$ cat src/hdl/sdrf_pkg.sv
// Package for the shake-detect coin-flip unit: payload structs, command
// codes, reset constants and the internal operation record.
// No dependencies.
`default_nettype none

package sdrf_pkg;

  // Filter divisor is a power of two; truncation toward zero uses a bias
  localparam int FILTER_SHIFT   = 3;
  localparam int FILTER_DIVISOR = 1 << FILTER_SHIFT;

  localparam int THRESH_W = 18;
  localparam logic [THRESH_W-1:0] THRESH_RESET = 18'd500;
  localparam logic [31:0]         RNG_SEED     = 32'h2545F491;

  // Default queue depths
  localparam int OP_Q_DEPTH  = 2;
  localparam int RES_Q_DEPTH = 2;

  // Input command codes
  localparam logic [1:0] CMD_SAMPLE = 2'd0;
  localparam logic [1:0] CMD_TAP    = 2'd1;
  localparam logic [1:0] CMD_DONE   = 2'd2;
  localparam logic [1:0] CMD_SEED   = 2'd3;

  // Trigger source codes
  localparam logic SRC_SHAKE = 1'b0;
  localparam logic SRC_TAP   = 1'b1;

  typedef struct packed {
    logic [1:0]   cmd;
    logic [15:0]  accel_x;
    logic [15:0]  accel_y;
    logic [15:0]  accel_z;
  } in_item_t;

  typedef struct packed {
    logic         heads;
    logic         trigger_source;
    logic [31:0]  random_word;
  } out_result_t;

  typedef enum logic [1:0] {
    OP_SAMPLE,
    OP_TAP,
    OP_DONE,
    OP_SEED
  } op_kind_t;

  // Classified request handed from the front to the back
  typedef struct packed {
    op_kind_t     kind;
    logic [15:0]  ax;
    logic [15:0]  ay;
    logic [15:0]  az;
    logic [31:0]  seed_mix;
  } op_t;

endpackage

`default_nettype wire

$ cat src/hdl/sdrf_fifo.sv
// Small synchronous queue of any payload type for the shake-detect unit.
// Register storage, combinational read of the head entry. No dependencies.
`default_nettype none

module sdrf_fifo #(
  parameter type item_t = logic,
  parameter int  DEPTH  = 2
) (
  input  wire logic  clk,
  input  wire logic  rst_n,
  input  wire logic  push,
  output logic       full,
  input  wire item_t wr_item,
  input  wire logic  pop,
  output logic       empty,
  output item_t      rd_item
);

  localparam int PTR_W = $clog2(DEPTH);
  localparam int CNT_W = $clog2(DEPTH + 1);

  item_t             mem [DEPTH];
  logic [PTR_W-1:0]  wr_ptr_r, wr_ptr_nxt;
  logic [PTR_W-1:0]  rd_ptr_r, rd_ptr_nxt;
  logic [CNT_W-1:0]  count_r, count_nxt;
  logic              do_push, do_pop;

  assign full    = (count_r == CNT_W'(DEPTH));
  assign empty   = (count_r == '0);
  assign do_push = push && !full;
  assign do_pop  = pop && !empty;
  assign rd_item = mem[rd_ptr_r];

  // Advance pointers with wrap and track fill level
  always_comb begin
    wr_ptr_nxt = wr_ptr_r;
    rd_ptr_nxt = rd_ptr_r;
    count_nxt  = count_r;
    if (do_push) begin
      wr_ptr_nxt = (wr_ptr_r == PTR_W'(DEPTH - 1)) ? '0 : wr_ptr_r + 1'b1;
    end
    if (do_pop) begin
      rd_ptr_nxt = (rd_ptr_r == PTR_W'(DEPTH - 1)) ? '0 : rd_ptr_r + 1'b1;
    end
    unique case ({do_push, do_pop})
      2'b10:   count_nxt = count_r + 1'b1;
      2'b01:   count_nxt = count_r - 1'b1;
      default: count_nxt = count_r;
    endcase
  end

  always_ff @(posedge clk) begin
    if (!rst_n) begin
      wr_ptr_r <= '0;
      rd_ptr_r <= '0;
      count_r  <= '0;
    end else begin
      wr_ptr_r <= wr_ptr_nxt;
      rd_ptr_r <= rd_ptr_nxt;
      count_r  <= count_nxt;
    end
  end

  // Store the incoming request
  always_ff @(posedge clk) begin
    if (do_push) begin
      mem[wr_ptr_r] <= wr_item;
    end
  end

endmodule

`default_nettype wire

$ cat src/hdl/sdrf_front.sv
// Front end of the shake-detect unit: decodes each request, precomputes the
// seed-mix term and queues the result. Uses sdrf_pkg and sdrf_fifo.
`default_nettype none

module sdrf_front #(
  parameter int OP_DEPTH = sdrf_pkg::OP_Q_DEPTH
) (
  input  wire logic              clk,
  input  wire logic              rst_n,
  input  wire logic              push,
  output logic                   full,
  input  wire sdrf_pkg::in_item_t in_item,
  input  wire logic              op_pop,
  output logic                   op_empty,
  output sdrf_pkg::op_t          op
);

  import sdrf_pkg::*;

  op_t         op_in;
  logic [31:0] ux, uy, uz;

  // Widen the raw reading patterns
  assign ux = {16'd0, in_item.accel_x};
  assign uy = {16'd0, in_item.accel_y};
  assign uz = {16'd0, in_item.accel_z};

  // Decode the command and build the seed-mix term (x*31 ^ y*17 ^ z)
  always_comb begin
    op_in.ax       = in_item.accel_x;
    op_in.ay       = in_item.accel_y;
    op_in.az       = in_item.accel_z;
    op_in.seed_mix = ((ux << 5) - ux) ^ ((uy << 4) + uy) ^ uz;
    unique case (in_item.cmd)
      CMD_SAMPLE: op_in.kind = OP_SAMPLE;
      CMD_TAP:    op_in.kind = OP_TAP;
      CMD_DONE:   op_in.kind = OP_DONE;
      CMD_SEED:   op_in.kind = OP_SEED;
      default:    op_in.kind = OP_DONE;
    endcase
  end

  // Hold decoded requests until the back end takes them
  sdrf_fifo #(
    .item_t (op_t),
    .DEPTH  (OP_DEPTH)
  ) u_op_q (
    .clk     (clk),
    .rst_n   (rst_n),
    .push    (push),
    .full    (full),
    .wr_item (op_in),
    .pop     (op_pop),
    .empty   (op_empty),
    .rd_item (op)
  );

endmodule

`default_nettype wire

$ cat src/hdl/sdrf_back.sv
// Back end of the shake-detect unit: gravity filter, shake test, busy flag
// and xorshift32 generator; one request per cycle while res_full is low. Uses sdrf_pkg.
`default_nettype none

module sdrf_back (
  input  wire logic                    clk,
  input  wire logic                    rst_n,
  input  wire logic                    cfg_we,
  input  wire logic [17:0]             cfg_wdata,
  input  wire logic                    op_empty,
  input  wire sdrf_pkg::op_t           op,
  output logic                         op_pop,
  input  wire logic                    res_full,
  output logic                         res_push,
  output sdrf_pkg::out_result_t        res
);

  import sdrf_pkg::*;

  logic [THRESH_W-1:0] thresh_r;
  logic                loaded_r, loaded_nxt;
  logic                busy_r, busy_nxt;
  logic [31:0]         rng_r, rng_nxt;
  logic [15:0]         est_r [3];
  logic [15:0]         est_nxt [3];
  logic [15:0]         samp [3];
  logic signed [16:0]  diff [3];
  logic signed [16:0]  quot [3];
  logic signed [16:0]  dev [3];
  logic [15:0]         dev_abs [3];
  logic [15:0]         est_upd [3];
  logic [THRESH_W-1:0] motion;
  logic [31:0]         rng_step;
  logic                fire;

  function automatic logic [31:0] xorshift32(input logic [31:0] s);
    logic [31:0] v;
    v = s ^ (s << 13);
    v = v ^ (v >> 17);
    v = v ^ (v << 5);
    return v;
  endfunction

  assign samp[0]  = op.ax;
  assign samp[1]  = op.ay;
  assign samp[2]  = op.az;
  assign fire     = !op_empty && !res_full;
  assign op_pop   = fire;
  assign rng_step = xorshift32(rng_r);

  // Filter each axis: step the estimate by diff/divisor, toward zero
  always_comb begin
    for (int i = 0; i < 3; i++) begin
      diff[i]    = $signed({samp[i][15], samp[i]}) - $signed({est_r[i][15], est_r[i]});
      quot[i]    = $signed(diff[i] + (diff[i][16] ? 17'(FILTER_DIVISOR - 1) : 17'd0))
                   >>> FILTER_SHIFT;
      est_upd[i] = est_r[i] + quot[i][15:0];
      dev[i]     = diff[i] - quot[i];
      dev_abs[i] = dev[i][16] ? 16'(-dev[i]) : dev[i][15:0];
    end
    motion = {2'b00, dev_abs[0]} + {2'b00, dev_abs[1]} + {2'b00, dev_abs[2]};
  end

  // Carry out the request at the head of the queue
  always_comb begin
    loaded_nxt = loaded_r;
    busy_nxt   = busy_r;
    rng_nxt    = rng_r;
    res_push   = 1'b0;
    res.heads          = rng_step[31];
    res.trigger_source = SRC_TAP;
    res.random_word    = rng_step;
    for (int i = 0; i < 3; i++) begin
      est_nxt[i] = est_r[i];
    end
    if (fire) begin
      if (op.kind == OP_DONE) begin
        busy_nxt = 1'b0;
      end else if (!busy_r) begin
        unique case (op.kind)
          OP_TAP: begin
            rng_nxt  = rng_step;
            busy_nxt = 1'b1;
            res_push = 1'b1;
          end
          OP_SEED: begin
            rng_nxt = rng_r ^ op.seed_mix ^ {rng_r[30:0], 1'b0};
          end
          OP_SAMPLE: begin
            if (!loaded_r) begin
              for (int i = 0; i < 3; i++) begin
                est_nxt[i] = samp[i];
              end
              loaded_nxt = 1'b1;
            end else begin
              for (int i = 0; i < 3; i++) begin
                est_nxt[i] = est_upd[i];
              end
              if (motion >= thresh_r) begin
                loaded_nxt         = 1'b0;
                rng_nxt            = rng_step;
                busy_nxt           = 1'b1;
                res_push           = 1'b1;
                res.trigger_source = SRC_SHAKE;
              end
            end
          end
          default: begin
            busy_nxt = busy_r;
          end
        endcase
      end
    end
  end

  always_ff @(posedge clk) begin
    if (!rst_n) begin
      thresh_r <= THRESH_RESET;
      loaded_r <= 1'b0;
      busy_r   <= 1'b0;
      rng_r    <= RNG_SEED;
    end else begin
      if (cfg_we) begin
        thresh_r <= cfg_wdata;
      end
      loaded_r <= loaded_nxt;
      busy_r   <= busy_nxt;
      rng_r    <= rng_nxt;
    end
  end

  // Estimate is only read once loaded, so it needs no reset
  always_ff @(posedge clk) begin
    for (int i = 0; i < 3; i++) begin
      est_r[i] <= est_nxt[i];
    end
  end

endmodule

`default_nettype wire

$ cat src/hdl/shake_detect_random_flip_unit.sv
// Top level of the shake-detect coin-flip unit: front decoder queue, back
// execution unit and result queue. Uses sdrf_pkg, sdrf_front, sdrf_back, sdrf_fifo.
//
//   channel   handshake          payload
//   -------   ----------------   ------------------------------
//   input     push / full        in_item  (sdrf_pkg::in_item_t)
//   result    empty / pop        out_result (sdrf_pkg::out_result_t)
//   config    cfg_we             cfg_wdata (motion threshold)
//
// One request per cycle end to end; a result is visible the cycle after the
// back end executes it. Throughput is set by the back end, which retires one
// request per cycle. The back end stalls only while the result queue is full;
// the input queue keeps taking requests until it fills. Reset is synchronous;
// both queues come out empty and the threshold returns to 500.
`default_nettype none

module shake_detect_random_flip_unit #(
  parameter int OP_DEPTH  = sdrf_pkg::OP_Q_DEPTH,
  parameter int RES_DEPTH = sdrf_pkg::RES_Q_DEPTH
) (
  input  wire logic                   clk,
  input  wire logic                   rst_n,
  input  wire logic                   push,
  output logic                        full,
  input  wire sdrf_pkg::in_item_t     in_item,
  output logic                        empty,
  input  wire logic                   pop,
  output sdrf_pkg::out_result_t       out_result,
  input  wire logic                   cfg_we,
  input  wire logic [17:0]            cfg_wdata
);

  import sdrf_pkg::*;

  op_t         op;
  logic        op_empty, op_pop;
  logic        res_push, res_full;
  out_result_t res;

  // Decode and queue incoming requests
  sdrf_front #(
    .OP_DEPTH (OP_DEPTH)
  ) u_front (
    .clk      (clk),
    .rst_n    (rst_n),
    .push     (push),
    .full     (full),
    .in_item  (in_item),
    .op_pop   (op_pop),
    .op_empty (op_empty),
    .op       (op)
  );

  // Execute requests against the filter and generator state
  sdrf_back u_back (
    .clk       (clk),
    .rst_n     (rst_n),
    .cfg_we    (cfg_we),
    .cfg_wdata (cfg_wdata),
    .op_empty  (op_empty),
    .op        (op),
    .op_pop    (op_pop),
    .res_full  (res_full),
    .res_push  (res_push),
    .res       (res)
  );

  // Hold flip results until taken
  sdrf_fifo #(
    .item_t (out_result_t),
    .DEPTH  (RES_DEPTH)
  ) u_res_q (
    .clk     (clk),
    .rst_n   (rst_n),
    .push    (res_push),
    .full    (res_full),
    .wr_item (res),
    .pop     (pop),
    .empty   (empty),
    .rd_item (out_result)
  );

  // Never drop a result on a full queue
  a_no_res_overflow: assert property (@(posedge clk) disable iff (!rst_n)
    res_push |-> !res_full)
    else $error("result pushed into full queue");

  // Outcome is the top bit of the generator word
  a_heads_matches_word: assert property (@(posedge clk) disable iff (!rst_n)
    !empty |-> (out_result.heads == out_result.random_word[31]))
    else $error("heads does not match random word");

  // Reset empties both sides
  a_reset_clears: assert property (@(posedge clk)
    !rst_n |=> (!full && empty))
    else $error("queues not empty after reset");

  // Back end only consumes a request when one is waiting
  a_pop_needs_op: assert property (@(posedge clk) disable iff (!rst_n)
    op_pop |-> !op_empty)
    else $error("back end popped an empty queue");

endmodule

`default_nettype wire
$ cat config.mk
export PLATFORM = sky130hd
export DESIGN_NAME = shake_detect_random_flip_unit
export DESIGN_NICKNAME = d
export VERILOG_FILES = /design/src/hdl/sdrf_pkg.sv /design/src/hdl/sdrf_fifo.sv /design/src/hdl/sdrf_front.sv /design/src/hdl/sdrf_back.sv /design/src/hdl/shake_detect_random_flip_unit.sv
export SDC_FILE = /design/constraint.sdc
export NUM_CORES = 1
export LEC_CHECK = 0
export ABC_AREA = 1
export BUFFER_PORTS_ARGS = -buffer_cell sky130_fd_sc_hd__buf_2
export CORE_MARGIN = 2
export CORE_UTILIZATION = 60
export CTS_BUF_LIST = sky130_fd_sc_hd__clkbuf_8
export DETAILED_ROUTE_END_ITERATION = 7
export GPL_ROUTABILITY_DRIVEN = 0
export HOLD_SLACK_MARGIN = 0.02
export PLACE_DENSITY = 0.78
export SYNTH_ARGS = -nofsm -noshare
export SYNTH_HDL_FRONTEND = slang
export SYNTH_SLANG_ARGS = --single-unit
$ cat constraint.sdc
create_clock -name clk -period 23.5 [get_ports clk]
set_input_delay 3.525 -clock clk [delete_from_list [all_inputs] [get_ports clk]]
set_output_delay 3.525 -clock clk [all_outputs]
set_load 0.02 [all_outputs]
==> metrics.log, run 1 <==
[metrics] Layout Area Growth over Synthesis: 7.881%
[metrics] final cell utilization of the core: between 60% and 70%
[metrics] # clock sinks: 320
[metrics] via count: 22.91k
[metrics] library cell with the largest summed area after synthesis: sky130_fd_sc_hd__edfxtp_1
[metrics] crit path max fanout: between 60 and 70
[metrics] CTS H-tree depth: 2
[metrics] 1st-pass router iterations: 6
[metrics] most frequently used flop master after synthesis: sky130_fd_sc_hd__edfxtp_1
[metrics] largest net degree at the start of global routing: between 70 and 80
[metrics] Slew Viols, Final: 0
[metrics] Top Ports: approximately 110
[metrics] list of most frequent post-synthesis cells: 925 x sky130_fd_sc_hd__nand2_1, 469 x sky130_fd_sc_hd__inv_1, 258 x sky130_fd_sc_hd__edfxtp_1, 228 x sky130_fd_sc_hd__ha_1, 226 x sky130_fd_sc_hd__nor2_1
[metrics] sequential fraction of the synthesis area: 33.38%
[metrics] crit path capture type: register
[metrics] Routed wire per std cell: around 15 um
[metrics] Total GRT Usage: a little over a quarter
[metrics] CTS Buf Count: 51
[metrics] worst-skew pair later-pin latency: between 600 and 700 ps
[metrics] # rows: 77
[metrics] Post-Syn Area per Cell: 7.689 um^2
[metrics] share of the synthesized area in the top cell type: roughly 29%
[metrics] count of flip-flops with a built-in enable after synthesis: roughly 260
[metrics] kind of launch point of the worst setup path: register
[metrics] Yosys warning total: 0
[metrics] library cell appearing most often on the critical path: sky130_fd_sc_hd__nand2_1
[metrics] reported max-cap violation count: 0
[metrics] Max Clock Freq: roughly 83 MHz
[metrics] fraction of final layout cells with drive strength greater than 1: under 10%
[metrics] number of unique standard cell types used by synthesis: between 70 and 80
[metrics] total wirelength of the detailed-routed design: approximately 64000 um
[metrics] worst slew margin relative to its limit: 11.88%
[metrics] worst min path class: reg -> reg
[metrics] top-count cell post-synth: sky130_fd_sc_hd__nand2_1
[metrics] Period minus WS final: between 10000 and 15000 ps
[metrics] post-DP HPWL: between 50000 and 60000 um
[metrics] Final ANT Viol Nets: 0
[metrics] root buf cell: sky130_fd_sc_hd__clkbuf_8
[metrics] TritonCTS clock tree: yes
[metrics] total congestion overflow after global routing: 0
[metrics] Setup Viol. Count Final: 0
[metrics] hold violation count in the final report: 0
[metrics] net count after synthesis: around 3.8k
[metrics] diode insertion count for antenna repair: 0
[metrics] setup repair after global routing missed its margin: no
[metrics] Worst path slowest cell: sky130_fd_sc_hd__inv_1
[metrics] Worst Path Class, Setup: reg -> reg
[metrics] ratio of final minimum period to clock period: 51.18%
[metrics] cells on worst reg2reg path: 67
[metrics] setup fix buffers added after clock tree synthesis: 0
[metrics] worst-case clock buffer depth: 3
[metrics] starting utilization of the core area: 60.89%
[metrics] R2R setup slack: 11470 ps
[metrics] DRC viols: 0
[metrics] core box area: around 44000 um^2
[metrics] worst slew pin tran: approximately 1300 ps
[metrics] initial antenna violation count: 1
[metrics] # resized after CTS: 0
[metrics] synthesized instance count: about 3.5k
[metrics] Critical Path Sink: u_back.rng_r[19]
[metrics] post-route setup TNS: 0 ps
[metrics] capture point of the worst reg-to-reg path: u_back.rng_r[19]
[metrics] signal arrival time at the worst endpoint: 12530 ps
[metrics] horizontal die dimension: about 220 um
[metrics] Data required, critical path: around 24000 ps
[metrics] port buffer count: ~110
[metrics] fraction of synthesis flops using an asynchronous set or reset pin: 0%
[metrics] net count of the finished layout: about 4k
[metrics] result of the run: finished clean
[metrics] via count of the first global-routing pass: 20.96k
[metrics] Seq cells post-synth: 320
[metrics] Die Span Y: 215.8 um
[metrics] Initial DRC Count: approximately 1.8k
[metrics] hold-fix buffer count after cts: 0
[metrics] floorplan die area: ~47000 um^2
[metrics] clock skew after layout: 44.19 ps
[metrics] Critical Path Max Stage Delay: 760 ps
[metrics] post-DR vias/cell: 5.413
[metrics] register clock-pin slew on the reported worst setup and hold paths: 70 ps
[metrics] largest cells by area after synthesis: sky130_fd_sc_hd__edfxtp_1 29%, sky130_fd_sc_hd__nand2_1 13%, sky130_fd_sc_hd__ha_1 11%, sky130_fd_sc_hd__inv_1 6.5%, sky130_fd_sc_hd__xor2_1 5.5%
[metrics] summed instance area of the synthesized netlist: between 20000 and 30000 um^2
[metrics] first-pass GRT wire length: around 100000 um
[flip-flops by register name, indices dropped and copies added (netlist names), 2 cells and up, named ones only]
signal,count
u_res_q.mem,66
u_back.est_r,48
u_front.u_op_q.count_r,2
u_back.thresh_r,18
u_front.u_op_q.mem,144
u_back.rng_r,32
u_res_q.count_r,2
[kinds of logic (layout without fill, tap and decap cells)]
kind of cell             Yosys count  after routing  synth area share, %
AO/OA/AOI/OAI                    538            538                11.27
XOR/XNOR                         314            314                10.44
adder cells (fa/ha/maj)          240            240                11.49
buffers and inverters            559            698                8.048
flip-flops                       320            320                33.38
multiplexers                      46             46                1.877
AND/OR/NAND/NOR                 1485           1485                23.49
[cell usage in the layout, fill, tap and decap left out, types with 33 or more instances in the layout]
master and instances:
sky130_fd_sc_hd__a21oi_1 218, sky130_fd_sc_hd__buf_2 108, sky130_fd_sc_hd__clkbuf_8 60, sky130_fd_sc_hd__dfxtp_1 61
sky130_fd_sc_hd__edfxtp_1 258, sky130_fd_sc_hd__ha_1 228, sky130_fd_sc_hd__inv_1 482, sky130_fd_sc_hd__mux2_2 33
sky130_fd_sc_hd__nand2_1 925, sky130_fd_sc_hd__nand3_1 165, sky130_fd_sc_hd__nand4_1 34, sky130_fd_sc_hd__nor2_1 222
sky130_fd_sc_hd__o21ai_0 183, sky130_fd_sc_hd__xnor2_1 136, sky130_fd_sc_hd__xor2_1 170
[layout make-up]
class                      count  area (um^2)
multi-input combinational   2623        15800
fill                        3764        15170
sequential                   320         8990
inverter                     481         1808
clock buffer                  60        825.8
tap                          592        740.7
timing repair buffer         121        638.1
clock inverter                36        250.2
[worst max-delay path: cells and delay by family (launching register included)]
kind,cells,cell delay (ps)
AO/OA/AOI/OAI,16,3300
adder cells (fa/ha/maj),6,1750
multiplexers,1,340
flip-flops,1,380
AND/OR/NAND/NOR,30,3430
XOR/XNOR,2,330
buffers and inverters,12,2260
[stage by stage]
stage | std cells | cell area, um^2 | setup slack, ps | hold WS [ps]
after floorplan | 3502 | 26930 | 12880 | 425.7
after global placement | 4137 | 27970 | 11900 | 439.4
after detailed placement | 4137 | 27970 | 11570 | 442.0
after CTS | 4233 | 29050 | 11530 | 450.1
after global routing | 4233 | 29050 | 10290 | 493.5
final | 4233 | 29050 | 11470 | 456.2
[how the worst min path moves through the flow]
stage | to | slack, ps | depth (start not counted) | from
2_1_floorplan | register | 430 | 1 | u_front.u_op_q.rd_ptr_r
3_3_place_gp | u_front.u_op_q.rd_ptr_r | 440 | 1 | u_front.u_op_q.rd_ptr_r
3_5_place_dp | u_res_q.rd_ptr_r | 440 | 1 | u_res_q.rd_ptr_r
4_1_cts | u_res_q.rd_ptr_r | 450 | 1 | u_res_q.rd_ptr_r
5_1_grt | register | 490 | 1 | u_res_q.rd_ptr_r
6_report | register | 460 | 1 | u_res_q.rd_ptr_r
[per-layer routing]
layer	wire (um)	global-route usage, %
met5	0	0
met4	1482	7.862
met3	5120	4.440
met2	28030	42.27
met1	29700	39.23
Power of run 1 is left out: the tool's default activity adds up to more than one toggle a clock period on the data nets, which glitch-free logic cannot reach.
==> inputs of run 2 (changes only) <==
Settings changed: CORE_UTILIZATION 60 to 59, PLACE_DENSITY 0.78 to 0.8.
Clock period 23.5 ns to 10.62 ns, I/O delays scaled along.
==> run 2 against run 1 <==
Effect of this change:
- via count is 2.2% higher
- clock-buffer cell count is 7 lower
- die area is 1.7% higher
- worst hold slack hardly changed
- register-to-register slack worse by 11000 ps
- design area is 2.2% higher
- highest routed layer unchanged
- worst setup slack worse by 11000 ps
==> metrics.log, run 2 (synthesis gave the netlist of run 1 again) <==
[metrics] routed length on met2: approximately 30000 um
[metrics] initial antenna violation count: 2
[metrics] net count of the finished layout: approximately 3.9k
[metrics] core box area: approximately 45000 um^2
[metrics] area after detailed placement: between 20000 and 30000 um^2
[metrics] fraction of final layout cells with drive strength greater than 1: between 10 and 15%
[metrics] Final ANT Viol Nets: 0
[metrics] crit path max fanout: 15
[metrics] result of the run: finished clean
[metrics] post-DP HPWL: slightly above 50000 um
[metrics] Worst Path Class, Setup: reg -> reg
[metrics] port buffer count: 108
[metrics] Setup Viol. Count Final: 0
[metrics] clock skew after layout: 25.92 ps
[metrics] detailed route wirelength on metal3: 5107 um
[metrics] Layout Area Growth over Synthesis: 10.28%
[metrics] signal arrival time at the worst endpoint: around 11000 ps
[metrics] CTS Buf Count: 53
[metrics] library cell appearing most often on the critical path: sky130_fd_sc_hd__a21oi_1
[metrics] R2R setup slack: approximately 640 ps
[metrics] total congestion overflow after global routing: 0
[metrics] worst-case clock buffer depth: 3
[metrics] worst min path class: reg -> reg
[metrics] via count: 23.42k
[metrics] # rows: between 70 and 80
[metrics] 1st-pass router iterations: 5
[metrics] CTS H-tree depth: 2
[metrics] largest net degree at the start of global routing: between 70 and 80
[metrics] met1 WL: between 30000 and 40000 um
[metrics] starting utilization of the core area: between 50% and 60%
[metrics] Hold Crit Depth: 1
[metrics] Data required, critical path: 11150 ps
[metrics] capture point of the worst reg-to-reg path: u_res_q.count_r[1]
[metrics] reported max-cap violation count: 0
[metrics] horizontal die dimension: roughly 220 um
[metrics] crit path buf inv count: 10
[metrics] post-route cell area: ~30000 um^2
[metrics] ratio of final minimum period to clock period: 94.01%
[metrics] Top Ports: 109
[metrics] Slew Viols, Final: 0
[metrics] # clock sinks: 320
[metrics] cells on worst reg2reg path: 60
[metrics] worst hold start: u_res_q.rd_ptr_r
[metrics] delay-heaviest family, CP: compound AO/OA/AOI/OAI gates
[metrics] Worst path slowest cell: sky130_fd_sc_hd__dfxtp_4
[metrics] DRC viols: 0
[metrics] hold_ws: 456.6 ps
[metrics] final cell utilization of the core: 65.71%
[metrics] via count of the first global-routing pass: around 21k
[metrics] post-DR vias/cell: around 5.5
[metrics] Initial DRC Count: 1919
[metrics] Critical Path Max Stage Delay: between 400 and 500 ps
[metrics] number of flip-flops under the largest register name: ~140
[metrics] worst-skew pair later-pin latency: around 650 ps
[metrics] worst slew margin relative to its limit: slightly above 7%
[metrics] highest routing layer actually used: met4
[metrics] kind of launch point of the worst setup path: register
[metrics] register clock-pin slew on the reported worst setup and hold paths: ~60 ps
[metrics] hold violation count in the final report: 0
[metrics] largest registers: u_front.u_op_q.mem: 144 flops, u_res_q.mem: 66 flops, u_back.est_r: 48 flops
[metrics] TritonCTS clock tree: yes
[metrics] Period minus WS final: 9984 ps
[metrics] dpl cells: roughly 4.2k
[metrics] worst slew pin tran: approximately 1400 ps
[metrics] commonest non-fill, non-tap cell in the layout: sky130_fd_sc_hd__nand2_1
[metrics] post-route non-filler standard cell count: 4280
[metrics] first-pass GRT wire length: approximately 110000 um
[metrics] register ranked first by flip-flop count: u_front.u_op_q.mem
[metrics] Routed wire per std cell: 15.65 um
[metrics] Die Span Y: between 200 and 250 um
[metrics] floorplan die area: around 47000 um^2
[metrics] commonest cells after routing, fill and taps aside: 922 x sky130_fd_sc_hd__nand2_1, 477 x sky130_fd_sc_hd__inv_1, 258 x sky130_fd_sc_hd__edfxtp_1, 218 x sky130_fd_sc_hd__ha_1, 214 x sky130_fd_sc_hd__a21oi_1
[metrics] crit path capture type: register
[metrics] root buf cell: sky130_fd_sc_hd__clkbuf_8
[metrics] Total GRT Usage: 27.48%
[metrics] total wirelength of the detailed-routed design: 66960 um
[metrics] Max Clock Freq: ~100 MHz
-- run 2: timing repair --
action / CTS / global route
endpoints found under the setup margin: 100 / 105
endpoints found under the hold margin: 0 / 0
gates cloned: 0 / 3
hold buffers: 0 / 0
resized for setup: 4 / 81
setup buffers: 0 / 19
pin swaps: 0 / 12
-- run 2: worst max path at each step --
stage,start,end,slack (ps),depth (start not counted)
6_report,register,u_res_q.count_r[1],640,60
5_1_grt,register,u_res_q.count_r[1],-130,64
4_1_cts,register,u_res_q.count_r[1],40,68
3_5_place_dp,register,u_res_q.count_r[1],-410,68
3_3_place_gp,register,u_res_q.count_r[1],-100,68
2_1_floorplan,register,u_res_q.mem[0][0],530,71
-- run 2: layout make-up --
type                    instances  area [um^2]
multi-input cells            2624        16110
fillers                      3773        15490
diodes                          2        5.005
repair inverters                1        7.507
clock buffers                  53        729.5
repair buffers                155        972.2
well taps                     600        750.7
inverters                     481         1812
clock inverters                44        314.1
flip-flops and latches        320         8992
-- run 2: metal layers --
layer | GRT usage, % | up-vias
met2 | 43.99 | 854
met5 | 0 | -
li1 | - | 11780
met3 | 4.379 | 99
met4 | 6.849 | 0
met1 | 38.90 | 10700
-- run 2: per-stage QoR --
step / setup TNS (ps) / worst slack [ps]
after floorplan: 0 / 533.4
after global placement: -104.2 / -104.2
after detailed placement: -18980 / -412.7
after CTS: 0 / 37.56
after global routing: -1653 / -132.9
final: 0 / 636.0
Power of run 2 is left out for the same reason.
==> inputs of run 3 (changes only) <==
Settings changed: MAX_ROUTING_LAYER set to met4, SETUP_SLACK_MARGIN set to 0.3.
==> run 3 against run 2 <==
Effect of this change:
- critical endpoint unchanged
- maximum frequency is 1.2% higher
- die area stayed put
- cell count is 0.19% higher
==> metrics.log, run 3 (synthesis gave the netlist of run 1 again) <==
[metrics] Worst Setup Slack, final: 757.7 ps
[metrics] commonest non-fill, non-tap cell in the layout: sky130_fd_sc_hd__nand2_1
[metrics] Max Clock Freq: approximately 100 MHz
[metrics] net count of the finished layout: a little under 4k
[metrics] worst-skew pair later-pin latency: around 650 ps
[metrics] Total GRT Usage: around 28%
[metrics] # clock sinks: 320
[metrics] ratio of final minimum period to clock period: approximately 93%
[metrics] setup repair after global routing missed its margin: no
[metrics] clock skew after layout: around 31 ps
[metrics] root buf cell: sky130_fd_sc_hd__clkbuf_8
[metrics] post-DP HPWL: just over 50000 um
[metrics] delay-heaviest family, CP: simple AND/OR/NAND/NOR gates
[metrics] fill cell count: about 3.7k
[metrics] routed length on met2: just over 30000 um
[metrics] library cell appearing most often on the critical path: sky130_fd_sc_hd__nand2_1
[metrics] via count of the first global-routing pass: between 20k and 25k
[metrics] commonest cells after routing, fill and taps aside: 916 x sky130_fd_sc_hd__nand2_1, 475 x sky130_fd_sc_hd__inv_1, 258 x sky130_fd_sc_hd__edfxtp_1, 207 x sky130_fd_sc_hd__nor2_1, 204 x sky130_fd_sc_hd__a21oi_1
[metrics] port buffer count: 108
[metrics] fraction of final layout cells with drive strength greater than 1: 13.78%
[metrics] worst-case clock buffer depth: 3
[metrics] storage element area: 8992 um^2
[metrics] Setup Viol. Count Final: 0
[metrics] starting utilization of the core area: between 50% and 60%
[metrics] via count: around 24k
[metrics] total wirelength of the detailed-routed design: roughly 68000 um
[metrics] Top Ports: 109
[metrics] core box area: roughly 45000 um^2
[metrics] Die Span Y: ~220 um
[metrics] hold-fix buffer count after cts: 0
[metrics] detailed route wirelength on metal3: around 6000 um
[metrics] signal arrival time at the worst endpoint: approximately 10000 ps
[metrics] largest net degree at the start of global routing: a little over 70
[metrics] Critical Path Max Stage Delay: approximately 410 ps
[metrics] Period minus WS final: a little under 10000 ps
[metrics] # rows: between 70 and 80
[metrics] met1 WL: between 30000 and 40000 um
[metrics] Initial DRC Count: approximately 2.0k
[metrics] initial antenna violation count: 2
[metrics] highest routing layer actually used: met4
[metrics] number of flip-flops under the largest register name: between 100 and 150
[metrics] worst min path class: reg -> reg
[metrics] crit path capture type: register
[metrics] Data required, critical path: approximately 11000 ps
[metrics] post-DR vias/cell: between 5 and 6
[metrics] hold violation count in the final report: 0
[metrics] kind of launch point of the worst setup path: register
[metrics] largest registers: u_front.u_op_q.mem: 144 flops, u_res_q.mem: 66 flops, u_back.est_r: 48 flops
[metrics] Worst path slowest cell: sky130_fd_sc_hd__dfxtp_4
[metrics] floorplan die area: about 47000 um^2
[metrics] TritonCTS clock tree: yes
[metrics] worst slew margin relative to its limit: under 10%
[metrics] 1st-pass router iterations: 6
[metrics] Worst Path Class, Setup: reg -> reg
[metrics] combined area of the multi-input logic cells: roughly 17000 um^2
[metrics] CTS H-tree depth: 2
[metrics] reported max-cap violation count: 0
[metrics] Slew Viols, Final: 0
[metrics] register ranked first by flip-flop count: u_front.u_op_q.mem
[metrics] register clock-pin slew on the reported worst setup and hold paths: about 60 ps
[metrics] horizontal die dimension: approximately 220 um
[metrics] Final ANT Viol Nets: 0
[metrics] Layout Area Growth over Synthesis: 11.98%
[metrics] Post-Place Setup Slack: -412.7 ps
[metrics] CTS Buf Count: 53
[metrics] DRC viols: 0
[metrics] crit path max fanout: 15
[metrics] first-pass GRT wire length: about 110000 um
[metrics] total congestion overflow after global routing: 0
[metrics] worst slew pin tran: between 1000 and 1500 ps
[metrics] Routed wire per std cell: about 16 um
[metrics] result of the run: finished clean
[metrics] crit path buf inv count: 11
## run 3: repair_timing
action,4_1_cts,5_1_grt
cloned,0,3
gates resized for setup,14,145
pin swaps,2,36
setup endpoints to repair,102,105
buffers inserted,3,24
## run 3: area by class of cell
| type | count | area share [%] |
|---|---|---|
| multi-input cells | 2625 | 54.76 |
| flip-flops and latches | 320 | 29.83 |
| repair buffers | 163 | 3.440 |
| well taps | 600 | 2.490 |
| inverters | 481 | 6.009 |
| diodes | 2 | 0.01660 |
| clock buffers | 53 | 2.419 |
| clock inverters | 44 | 1.042 |
## run 3: per-layer routing
metal  GRT usage (%)  vias up
met5               -        -
met4           6.826        0
met3           4.031      105
met2           44.11      944
met1           39.21    10770
li1                -    11780
## run 3: path summary, 6_finish.rpt
| kind | from | endpoint | slack (ps) | cells after the start |
|---|---|---|---|---|
| worst max-delay path | register | u_res_q.count_r[1] | 760 | 64 |
| worst min register to register | u_res_q.rd_ptr_r | u_res_q.rd_ptr_r | 460 | 1 |
| worst max register to register | register | u_res_q.count_r[1] | 760 | 64 |
| worst min-delay path | u_res_q.rd_ptr_r | u_res_q.rd_ptr_r | 460 | 1 |
## run 3: metrics by stage
| stage | std cells | hold slack, ps | area, um^2 | util [%] | setup TNS [ps] |
|---|---|---|---|---|---|
| final | 4288 | 460.9 | 30150 | 66.72 | 0 |
| after global routing | 4287 | 465.7 | 30150 | 66.72 | 0 |
| after CTS | 4259 | 453.9 | 29220 | 64.67 | 0 |
| after detailed placement | 4159 | 445.1 | 28110 | 62.21 | -18980 |
| after global placement | 4159 | 438.5 | 28110 | 62.21 | -104.2 |
| after floorplan | 3502 | 425.7 | 26930 | - | 0 |
Power of run 3 is left out for the same reason.
